`config.mk`:
```
export PLATFORM = sky130hd
export DESIGN_NAME = rv32sc_ctrl
export DESIGN_NICKNAME = d
export VERILOG_FILES = /design/src/rv32sc_pkg.sv /design/src/rv32sc_ctrl.sv
export SDC_FILE = /design/constraint.sdc
export NUM_CORES = 1
export LEC_CHECK = 0
export ABC_AREA = 1
export BUFFER_PORTS_ARGS = -buffer_cell sky130_fd_sc_hd__buf_2
export CAP_MARGIN = 20
export CORE_AREA = 2 2 39 41
export DETAILED_ROUTE_END_ITERATION = 7
export DIE_AREA = 0 0 41 43
export GPL_TIMING_DRIVEN = 0
export PLACE_DENSITY = 0.57
export SYNTH_ARGS = -nofsm -noshare
export SYNTH_HDL_FRONTEND = slang
export SYNTH_SLANG_ARGS = --single-unit
```
`constraint.sdc`:
```
create_clock -name clk -period 1.2 [get_ports clk]
set_input_delay 0 -clock clk [delete_from_list [all_inputs] [get_ports clk]]
set_output_delay 0 -clock clk [all_outputs]
set_load 0.005 [all_outputs]
```
`src/rv32sc_pkg.sv`:
```
`timescale 1ns / 1ps
// ----------------------------------------------------------------------------
// rv32sc_pkg
// Shared types and constants of the instruction core: opcodes, reset values,
// controller states and the command/status groups between control and datapath.
// ----------------------------------------------------------------------------
package rv32sc_pkg;

    localparam logic [31:0] RESET_DATA_BASE = 32'd268435456;
    localparam logic [31:0] RESET_SP        = 32'd268440455;
    localparam logic [4:0]  SP_INDEX        = 5'd2;

    localparam logic [6:0] OP_REG    = 7'b0110011;
    localparam logic [6:0] OP_JAL    = 7'b1101111;
    localparam logic [6:0] OP_BRANCH = 7'b1100011;
    localparam logic [6:0] OP_STORE  = 7'b0100011;
    localparam logic [6:0] OP_IMM    = 7'b0010011;
    localparam logic [6:0] OP_LOAD   = 7'b0000011;
    localparam logic [6:0] OP_JALR   = 7'b1100111;
    localparam logic [6:0] OP_AUIPC  = 7'b0010111;
    localparam logic [6:0] OP_LUI    = 7'b0110111;

    localparam logic [6:0] F7_BASE = 7'b0000000;
    localparam logic [6:0] F7_ALT  = 7'b0100000;
    localparam logic [6:0] F7_MULDIV = 7'b0000001;

    localparam logic [2:0] F3_ADD  = 3'd0;
    localparam logic [2:0] F3_SLL  = 3'd1;
    localparam logic [2:0] F3_SLT  = 3'd2;
    localparam logic [2:0] F3_XOR  = 3'd4;
    localparam logic [2:0] F3_SRL  = 3'd5;
    localparam logic [2:0] F3_OR   = 3'd6;
    localparam logic [2:0] F3_AND  = 3'd7;
    localparam logic [2:0] F3_DIV  = 3'd4;
    localparam logic [2:0] F3_REM  = 3'd6;
    localparam logic [2:0] F3_BYTE = 3'd0;
    localparam logic [2:0] F3_HALF = 3'd1;
    localparam logic [2:0] F3_WORD = 3'd2;
    localparam logic [2:0] F3_BEQ  = 3'd0;
    localparam logic [2:0] F3_BNE  = 3'd1;
    localparam logic [2:0] F3_BLT  = 3'd4;
    localparam logic [2:0] F3_BGE  = 3'd5;

    typedef enum logic [2:0] {
        ST_CLEAR,
        ST_IDLE,
        ST_DECODE,
        ST_EXEC,
        ST_DIV,
        ST_MEM,
        ST_WB
    } state_t;

    typedef struct packed {
        logic in_ready;
        logic clr_step;
        logic latch_ops;
        logic exec;
        logic div_step;
        logic mem_step;
        logic commit;
    } cmd_t;

    typedef struct packed {
        logic in_valid;
        logic clr_done;
        logic need_div;
        logic need_mem;
        logic div_done;
        logic mem_done;
        logic out_busy;
    } status_t;

endpackage

```
`src/rv32sc_ctrl.sv`:
```
`timescale 1ns / 1ps
// ----------------------------------------------------------------------------
// rv32sc_ctrl
// Sequencer: memory clear, decode, execute, divide/memory loops, writeback.
// ----------------------------------------------------------------------------
module rv32sc_ctrl (
    input  logic                clk,
    input  logic                rst_n,
    input  rv32sc_pkg::status_t st,
    output rv32sc_pkg::cmd_t    cmd
);

    rv32sc_pkg::state_t state_reg;
    rv32sc_pkg::state_t state_next;

    always_ff @(posedge clk or negedge rst_n)
    begin
        if (!rst_n)
        begin
            state_reg <= rv32sc_pkg::ST_CLEAR;
        end
        else
        begin
            state_reg <= state_next;
        end
    end

    always_comb
    begin
        state_next = state_reg;
        unique case (state_reg)
            rv32sc_pkg::ST_CLEAR:
            begin
                if (st.clr_done)
                begin
                    state_next = rv32sc_pkg::ST_IDLE;
                end
            end
            rv32sc_pkg::ST_IDLE:
            begin
                if (st.in_valid)
                begin
                    state_next = rv32sc_pkg::ST_DECODE;
                end
            end
            rv32sc_pkg::ST_DECODE:
            begin
                state_next = rv32sc_pkg::ST_EXEC;
            end
            rv32sc_pkg::ST_EXEC:
            begin
                priority if (st.need_div)
                begin
                    state_next = rv32sc_pkg::ST_DIV;
                end
                else if (st.need_mem)
                begin
                    state_next = rv32sc_pkg::ST_MEM;
                end
                else
                begin
                    state_next = rv32sc_pkg::ST_WB;
                end
            end
            rv32sc_pkg::ST_DIV:
            begin
                if (st.div_done)
                begin
                    state_next = rv32sc_pkg::ST_WB;
                end
            end
            rv32sc_pkg::ST_MEM:
            begin
                if (st.mem_done)
                begin
                    state_next = rv32sc_pkg::ST_WB;
                end
            end
            rv32sc_pkg::ST_WB:
            begin
                if (!st.out_busy)
                begin
                    state_next = rv32sc_pkg::ST_IDLE;
                end
            end
            default:
            begin
                state_next = rv32sc_pkg::ST_CLEAR;
            end
        endcase
    end

    always_comb
    begin
        cmd = '0;
        unique case (state_reg)
            rv32sc_pkg::ST_CLEAR:  cmd.clr_step  = 1'b1;
            rv32sc_pkg::ST_IDLE:   cmd.in_ready  = 1'b1;
            rv32sc_pkg::ST_DECODE: cmd.latch_ops = 1'b1;
            rv32sc_pkg::ST_EXEC:   cmd.exec      = 1'b1;
            rv32sc_pkg::ST_DIV:    cmd.div_step  = 1'b1;
            rv32sc_pkg::ST_MEM:    cmd.mem_step  = 1'b1;
            rv32sc_pkg::ST_WB:     cmd.commit    = !st.out_busy;
            default:               cmd = '0;
        endcase
    end

endmodule

```
Word level (Yosys, flattened, before mapping)
Cells that the tools add are included. Widths: inputs -> output; s select.

Multiplexer cells: 15. Eq/ne operators: 11. Reduce and logical (&&, ||, !) cells: 3.

Operator list (count): $pmux 3 s7 (1); $mux 3 (5); $ne 2x2->1 const B (5); $eq 3x3->1 const B (3); $mux 1 (7); $eq 3x2->1 const B (2); $reduce_and 5->1 (1); $mux 2 (2); $eq 3x1->1 const B (1); $logic_not 3->1 (1); $logic_not 1->1 (1).

Bits in registers: 3. Output and inout port bits: 7. Input bits: 9.

Logic depth before layout (Yosys ltp)
Gate-level depths: netlist of run 1.

Word-level depth: 3. Depth in mapped cells: 6.

Worst setup path after synthesis of run 1
Ideal clock, no wire load.

Kind: flip-flop to flip-flop. Start: register state_reg[2]. End: register state_reg[0]. Stages on the path, launching flop included: 6. Library setup time: 121 ps. Arrival time: 893 ps. Setup slack: 186 ps. Period minus slack after synthesis: 1014 ps. Data required time: 1079 ps. Path buffers: 1. Cells stage by stage: dfrtp_1 -> buf_4 -> nand4_1 -> nand2_2 -> o21bai_1 -> nand2_1.

Longest elaborated chain between the ends: 3. Elaborated cells between the ends (all ways): 14.

RTL lines: from (decl) (RTL line rv32sc_ctrl.sv:13) `rv32sc_pkg::state_t state_reg;`; from (signal assigned) (RTL line rv32sc_ctrl.sv:20) `state_reg <= rv32sc_pkg::ST_CLEAR;`; from (signal assigned) (RTL line rv32sc_ctrl.sv:24) `state_reg <= state_next;`; $eq 3x1->1, or another cell as far along (RTL line rv32sc_ctrl.sv:31) `unique case (state_reg)`; $ne 2x2->1 (no source line); $reduce_and 5->1 (no source line).

Parallel ways exist; a longest one is shown, timed or not. A chain may end at the register's enable or synchronous reset.

==> impl_results.md, run 1 <==
* DR iter-0 viols at 6
* Slowest CP cell: dfrtp_1
* Yosys warns at 0
* Share of layout cells above drive strength 1 at about two fifths
* Clock buffer count from CTS at 3
* Die H at between 40 and 50 microns
* Largest net degree at the start of global routing at 11
* Tot GR Track Use at 8.551%
* Cell Count, Final, Fillers Out at 83
* GR Util met3 at 3.141%
* Fillers at approximately 150
* Syn_area_per_cell at ~6.5 sq um
* Clock transition at path regs at roughly 0.040 ns
* Status: finished, final reports clean
* Htree depth at 1
* Flop and latch count out of synthesis at 3
* DP Area at between 400 and 500 sq um
* Most Used Layer, Global Route: met1
* Cell Area, Synth at a little over 300 sq um
* Drt pass-1 iters at 4
* Die ar. at roughly 0.0018 sq mm
* Final Hold Viols at 0
* CTS tree: yes
* Max reg flops at 3
* Postcts setup bufs at 0
* CP Capture Type: output pin
* Gpl congestion at between 0.7 and 0.8
* Post-synth cell types at 18
* Design Area, Final at between 400 and 500 sq um
* CP endpoint: cmd[0]
* Slew Limit Fails at 0
* Vias at roughly 350
* CP Buf/Inv Count at 2
* Root Buffer: clkbuf_4
* Total power at roughly 0.0011 W
* Critical Path Stages at 3
* Sequential area share after synthesis at between 20% and 30%
* Final setup margin at between 0.02 and 0.03 ns
* GRT Residual Overflow at 0
* Standard-cell rows at 14
* First-pass GRT wire length at about 1000 microns
* Placement Setup Slack at between 0.1 and 0.15 ns
* # port buffers at 15
* CP startpoint kind: flip-flop
* Worst-path cell chain: buf_6 -> nor4_2 -> buf_2
* R2R Setup Slk at around 0.11 ns
* Dpl hpwl at about 540 microns
* Crit path time final at between 1 and 1.5 ns
* Syn Nets at between 50 and 60
* Max-Cap Viols at 0
* Setup Viol. Count Final at 0
* Clk Latency, worst-skew pair at roughly 0.23 ns
* LEAKAGE at approximately 0.29 nW
* Syn Inst Count at between 40 and 50
* Worst Hold Class: in2async
* Clock sinks at 3
* Crit path from: state_reg[0]
* Worst EP arrival at about 1.2 ns
* Nets at 77
* Worst VDD drop at roughly 790 uV
* Vias in the first global route at approximately 280
* R2r startpoint: state_reg[1]
* Core Footprint at approximately 0.0014 sq mm
* DRC at 0
* Commonest cells after routing, fill and taps aside: 15 x buf_2, 12 x nand2_1, 7 x inv_1
* Met1 GRT Util at 12.30%
* Initial antenna violation count at 0
* R2R cell count at 6
* Setup CP Type: reg2out
* Power per cell area at about 2300 mW/mm^2
* Crit Path Max Fanout at 10
* Cell family with the largest share of critical-path delay: flip-flops
* Critical Path Max Stage Delay at 0.40 ns
* Via density at just over 4
* Clock skew at ~0.00088 ns
* Area added between synthesis and finish at 46.94%
* Die W at between 40 and 50 microns
* Worst-Margin Slew at ~0.2 ns
* Final worst path period share at approximately 98%
* Post-route ant nets at 0
* GR met2 Demand/Resource at between 10% and 20%
* DRT Wirelength at 717 microns
* RR Endpoint: state_reg[0]
* Commonest non-fill, non-tap cell in the layout: buf_2
* Clock Path Buffers at 2
* Fmax at 0.8547 GHz
* Ports at 16
* Worst rel slew slack at between 80% and 90%
* Wire length per cell at 8.639 microns
* Worst endpoint required time at ~1.2 ns
* Antenna diode count at 0
* Hold slack at between 0.09 and 0.1 ns
* Cells after DPL at 78
* Starting density of the core at 22.15%
==> where the power goes <==
part | internal (W) | switching (W) | total, W
registers | 0.000152 | 0.0000481 | 0.000200
logic | 0.000284 | 0.000398 | 0.000682
clock network | 0.000124 | 0.0000483 | 0.000173
total | 0.000560 | 0.000494 | 0.00105
==> per-stage QoR <==
stage,TNS [ns],utilization (%)
final,0,32.55
after global routing,-0.002585,32.55
after CTS,0,31.65
after detailed placement,0,29.02
after global placement,0,29.02
after floorplan,0,-
==> cells in the mapped netlist, drive strengths merged <==
cell | number | area [sq um]
a21boi | 1 | 7.510
buf | 2 | 15.01
dfrtp | 3 | 75.07
inv | 8 | 30.03
nand2 | 13 | 51.30
nand3 | 3 | 20.02
nand4 | 3 | 31.28
nor2 | 6 | 30.03
nor3 | 3 | 15.01
nor4 | 1 | 6.260
o21ai | 2 | 10.00
o21bai | 2 | 15.01
==> final cells by class <==
type,count,area [sq um],area share [%]
multi-input cells,34,195.2,43.33
repair buffers,16,85.08,18.89
flip-flops and latches,3,75.07,16.67
inverters,8,30.03,6.667
clock buffers,4,26.28,5.833
well taps,16,20.02,4.444
plain buffers,2,18.77,4.167
==> cell families after synthesis <==
logic type      share of synthesized area [%]
flops                                   24.49
buf+inv                                 14.69
compound gates                          10.61
simple gates                            50.20
==> routing by layer <==
layer | share of wire, % | vias to the layer above
met5 | 0 | -
met4 | 0 | 0
met3 | 7.7 | 0
met2 | 44 | 13
met1 | 48 | 142
li1 | - | 190
==> worst min-delay path by stage <==
stage | end | slack [ns] | cells past startpoint
after detailed placement | state_reg[1] | -0.20 | 1
after global routing | state_reg[1] | 0.11 | 2
final | state_reg[1] | 0.09 | 2
after CTS | state_reg[1] | 0.09 | 2
after global placement | state_reg[1] | -0.21 | 1
after floorplan | state_reg[0] | -0.30 | 0
==> repair_timing <==
| item | CTS | global route |
|---|---|---|
| hold buffers | 1 | 0 |
| endpoints found under the hold margin | 3 | 0 |
| resized for setup | 0 | 3 |
| setup endpoints to repair | 1 | 2 |
| pin swaps | 1 | 0 |
| gates cloned | 0 | 0 |
Note: power is estimated with default switching activity, not from simulation.
==> run 2, diff against run 1 <==
--- a/config.mk
+++ b/config.mk
@@ -11,8 +11,10 @@
 export CORE_AREA = 2 2 39 41
 export DETAILED_ROUTE_END_ITERATION = 7
 export DIE_AREA = 0 0 41 43
+export GPL_ROUTABILITY_DRIVEN = 0
 export GPL_TIMING_DRIVEN = 0
 export PLACE_DENSITY = 0.57
+export RECOVER_POWER = 25
 export SYNTH_ARGS = -nofsm -noshare
 export SYNTH_HDL_FRONTEND = slang
 export SYNTH_SLANG_ARGS = --single-unit
==> run 2 against run 1 <==
Sequential share of layout area is essentially flat. Non-clock buffer count is the same. Maximum frequency is the same. Clock skew is the same. Count of clock-buffer cells in the layout is the same. Design area shrank 0.28%. Worst hold slack gained 0.0095 ns. Total power is essentially flat.
==> impl_results.md, run 2 (same netlist as run 1, synthesis figures left out) <==
* Commonest cells after routing, fill and taps aside: 14 x buf_2, 12 x nand2_1, 7 x inv_1
* Final Hold Viols at 0
* Slew Limit Fails at 0
* Power per cell area at around 2300 mW/mm^2
* Cell Count, Final, Fillers Out at 83
* Commonest non-fill, non-tap cell in the layout: buf_2
* R2r startpoint: state_reg[1]
* Crit path time final at about 1.2 ns
* Clock sinks at 3
* Cell family with the largest share of critical-path delay: flip-flops
* Worst Hold Class: in2async
* Share of layout cells above drive strength 1 at 40.30%
* Slowest CP cell: dfrtp_1
* Combinational power share at between 60 and 70%
* Max reg flops at 3
* Sequential Power Share at 18.9%
* Via density at between 4 and 5
* GRT Residual Overflow at 0
* LEAKAGE at roughly 0.29 nW
* Die ar. at ~0.0018 sq mm
* Core Footprint at between 0.001 and 0.0015 sq mm
* Clock buffer count from CTS at 3
* CP Buf/Inv Count at 2
* Crit path from: state_reg[0]
* Setup Viol. Count Final at 0
* Fmax at 0.8547 GHz
* P_sw at 0.0004942 W
* Switch share at 46.88%
* Worst endpoint required time at 1.20 ns
* Vias in the first global route at roughly 280
* Worst VDD drop at around 790 uV
* Nets at between 70 and 80
* Status: finished, final reports clean
* Final worst path period share at 97.50%
* Setup CP Type: reg2out
* Final setup margin at ~0.030 ns
* Starting density of the core at 22.15%
* Design Area, Final at 449.2 sq um
* Dpl hpwl at approximately 540 microns
* DR iter-0 viols at 6
* Worst EP arrival at 1.17 ns
* Critical Path Stages at 3
* Worst-path cell chain: buf_6 -> nor4_2 -> buf_2
* # port buffers at 15
* Root Buffer: clkbuf_4
* Clock power share at ~16%
* Post-route ant nets at 0
* Tot GR Track Use at around 8.6%
* Antenna diode count at 0
* DRC at 0
* Clock Path Buffers at 2
* Initial antenna violation count at 0
* R2R Setup Slk at between 0.1 and 0.15 ns
* Final core utilization at about a third
* Crit Path Max Fanout at 10
* Largest net degree at the start of global routing at 11
* Worst-Margin Slew at about 0.20 ns
* Wire length per cell at between 8 and 9 microns
* Worst rel slew slack at between 80% and 90%
* Die W at 41 microns
* Die H at 43 microns
* CP Capture Type: output pin
* Vias at between 300 and 400
* Standard-cell rows at 14
* CP startpoint kind: flip-flop
* DRT Wirelength at about 700 microns
* Clk Latency, worst-skew pair at 0.23 ns
* Htree depth at 1
* RR Endpoint: state_reg[0]
* CTS tree: yes
* Clock skew at about 0.0009 ns
* Placement Setup Slack at approximately 0.12 ns
* DP Area at 401.6 sq um
* Internal power at about 0.00056 W
* Critical Path Max Stage Delay at around 0.40 ns
* Drt pass-1 iters at 4
* Hold slack at 0.1007 ns
* R2R cell count at 6
* Area added between synthesis and finish at 46.53%
* Clock transition at path regs at 0.04 ns
* Cells after DPL at between 70 and 80
* Max-Cap Viols at 0
* First-pass GRT wire length at 1048 microns
* Ports at 16
-- run 2: cell types whose count changed in the layout (fill, tap and decap cells not counted), sizes merged --
cell / before / now
clkbuf: 4 / 5
buf: 17 / 16
-- run 2: worst max-delay path by stage --
stage,endpoint
final,cmd[0]
after global routing,cmd[0]
after CTS,cmd[0]
after detailed placement,state_reg[0]
after global placement,state_reg[2]
after floorplan,state_reg[0]
-- run 2: layout make-up --
class | count | area, sq um
clock buffer | 4 | 26.28
timing repair buffer | 16 | 83.83
tap | 16 | 20.02
sequential | 3 | 75.07
inverter | 8 | 30.03
multi-input combinational | 34 | 195.2
fill | 147 | 934.6
buffer | 2 | 18.77
-- run 2: what timing repair did --
action	CTS	global route
hold endpoints to repair	3	0
endpoints found under the setup margin	1	2
resized for setup	0	3
hold buffers	1	0
gates cloned	0	0
buffers inserted	0	0
pin swaps	1	0
-- run 2: metal layers --
metal | global-route usage [%] | wire length (microns) | vias up
li1 | - | - | 190
met4 | 4.000 | 0 | 0
met5 | 0 | 0 | -
met2 | 10.94 | 319 | 13
met3 | 3.141 | 55 | 0
met1 | 12.30 | 342 | 142
-- run 2: power groups by stage --
stage	Clock (W)	Sequential [W]	Combinational, W
2_1_floorplan	0	0.000185	0.000491
3_3_place_gp	0	0.000195	0.000658
3_5_place_dp	0	0.000196	0.000655
5_1_grt	0.000187	0.000205	0.000771
6_report	0.000173	0.000200	0.000682
4_1_cts	0.000181	0.000195	0.000660
-- run 2: per-stage QoR --
stage	total power [W]	TNS, ns
floorplan	0.0006757	0
global placement	0.0008535	0
detailed placement	0.0008515	0
CTS	0.001037	0
global route	0.001163	-0.002585
finish	0.001054	0
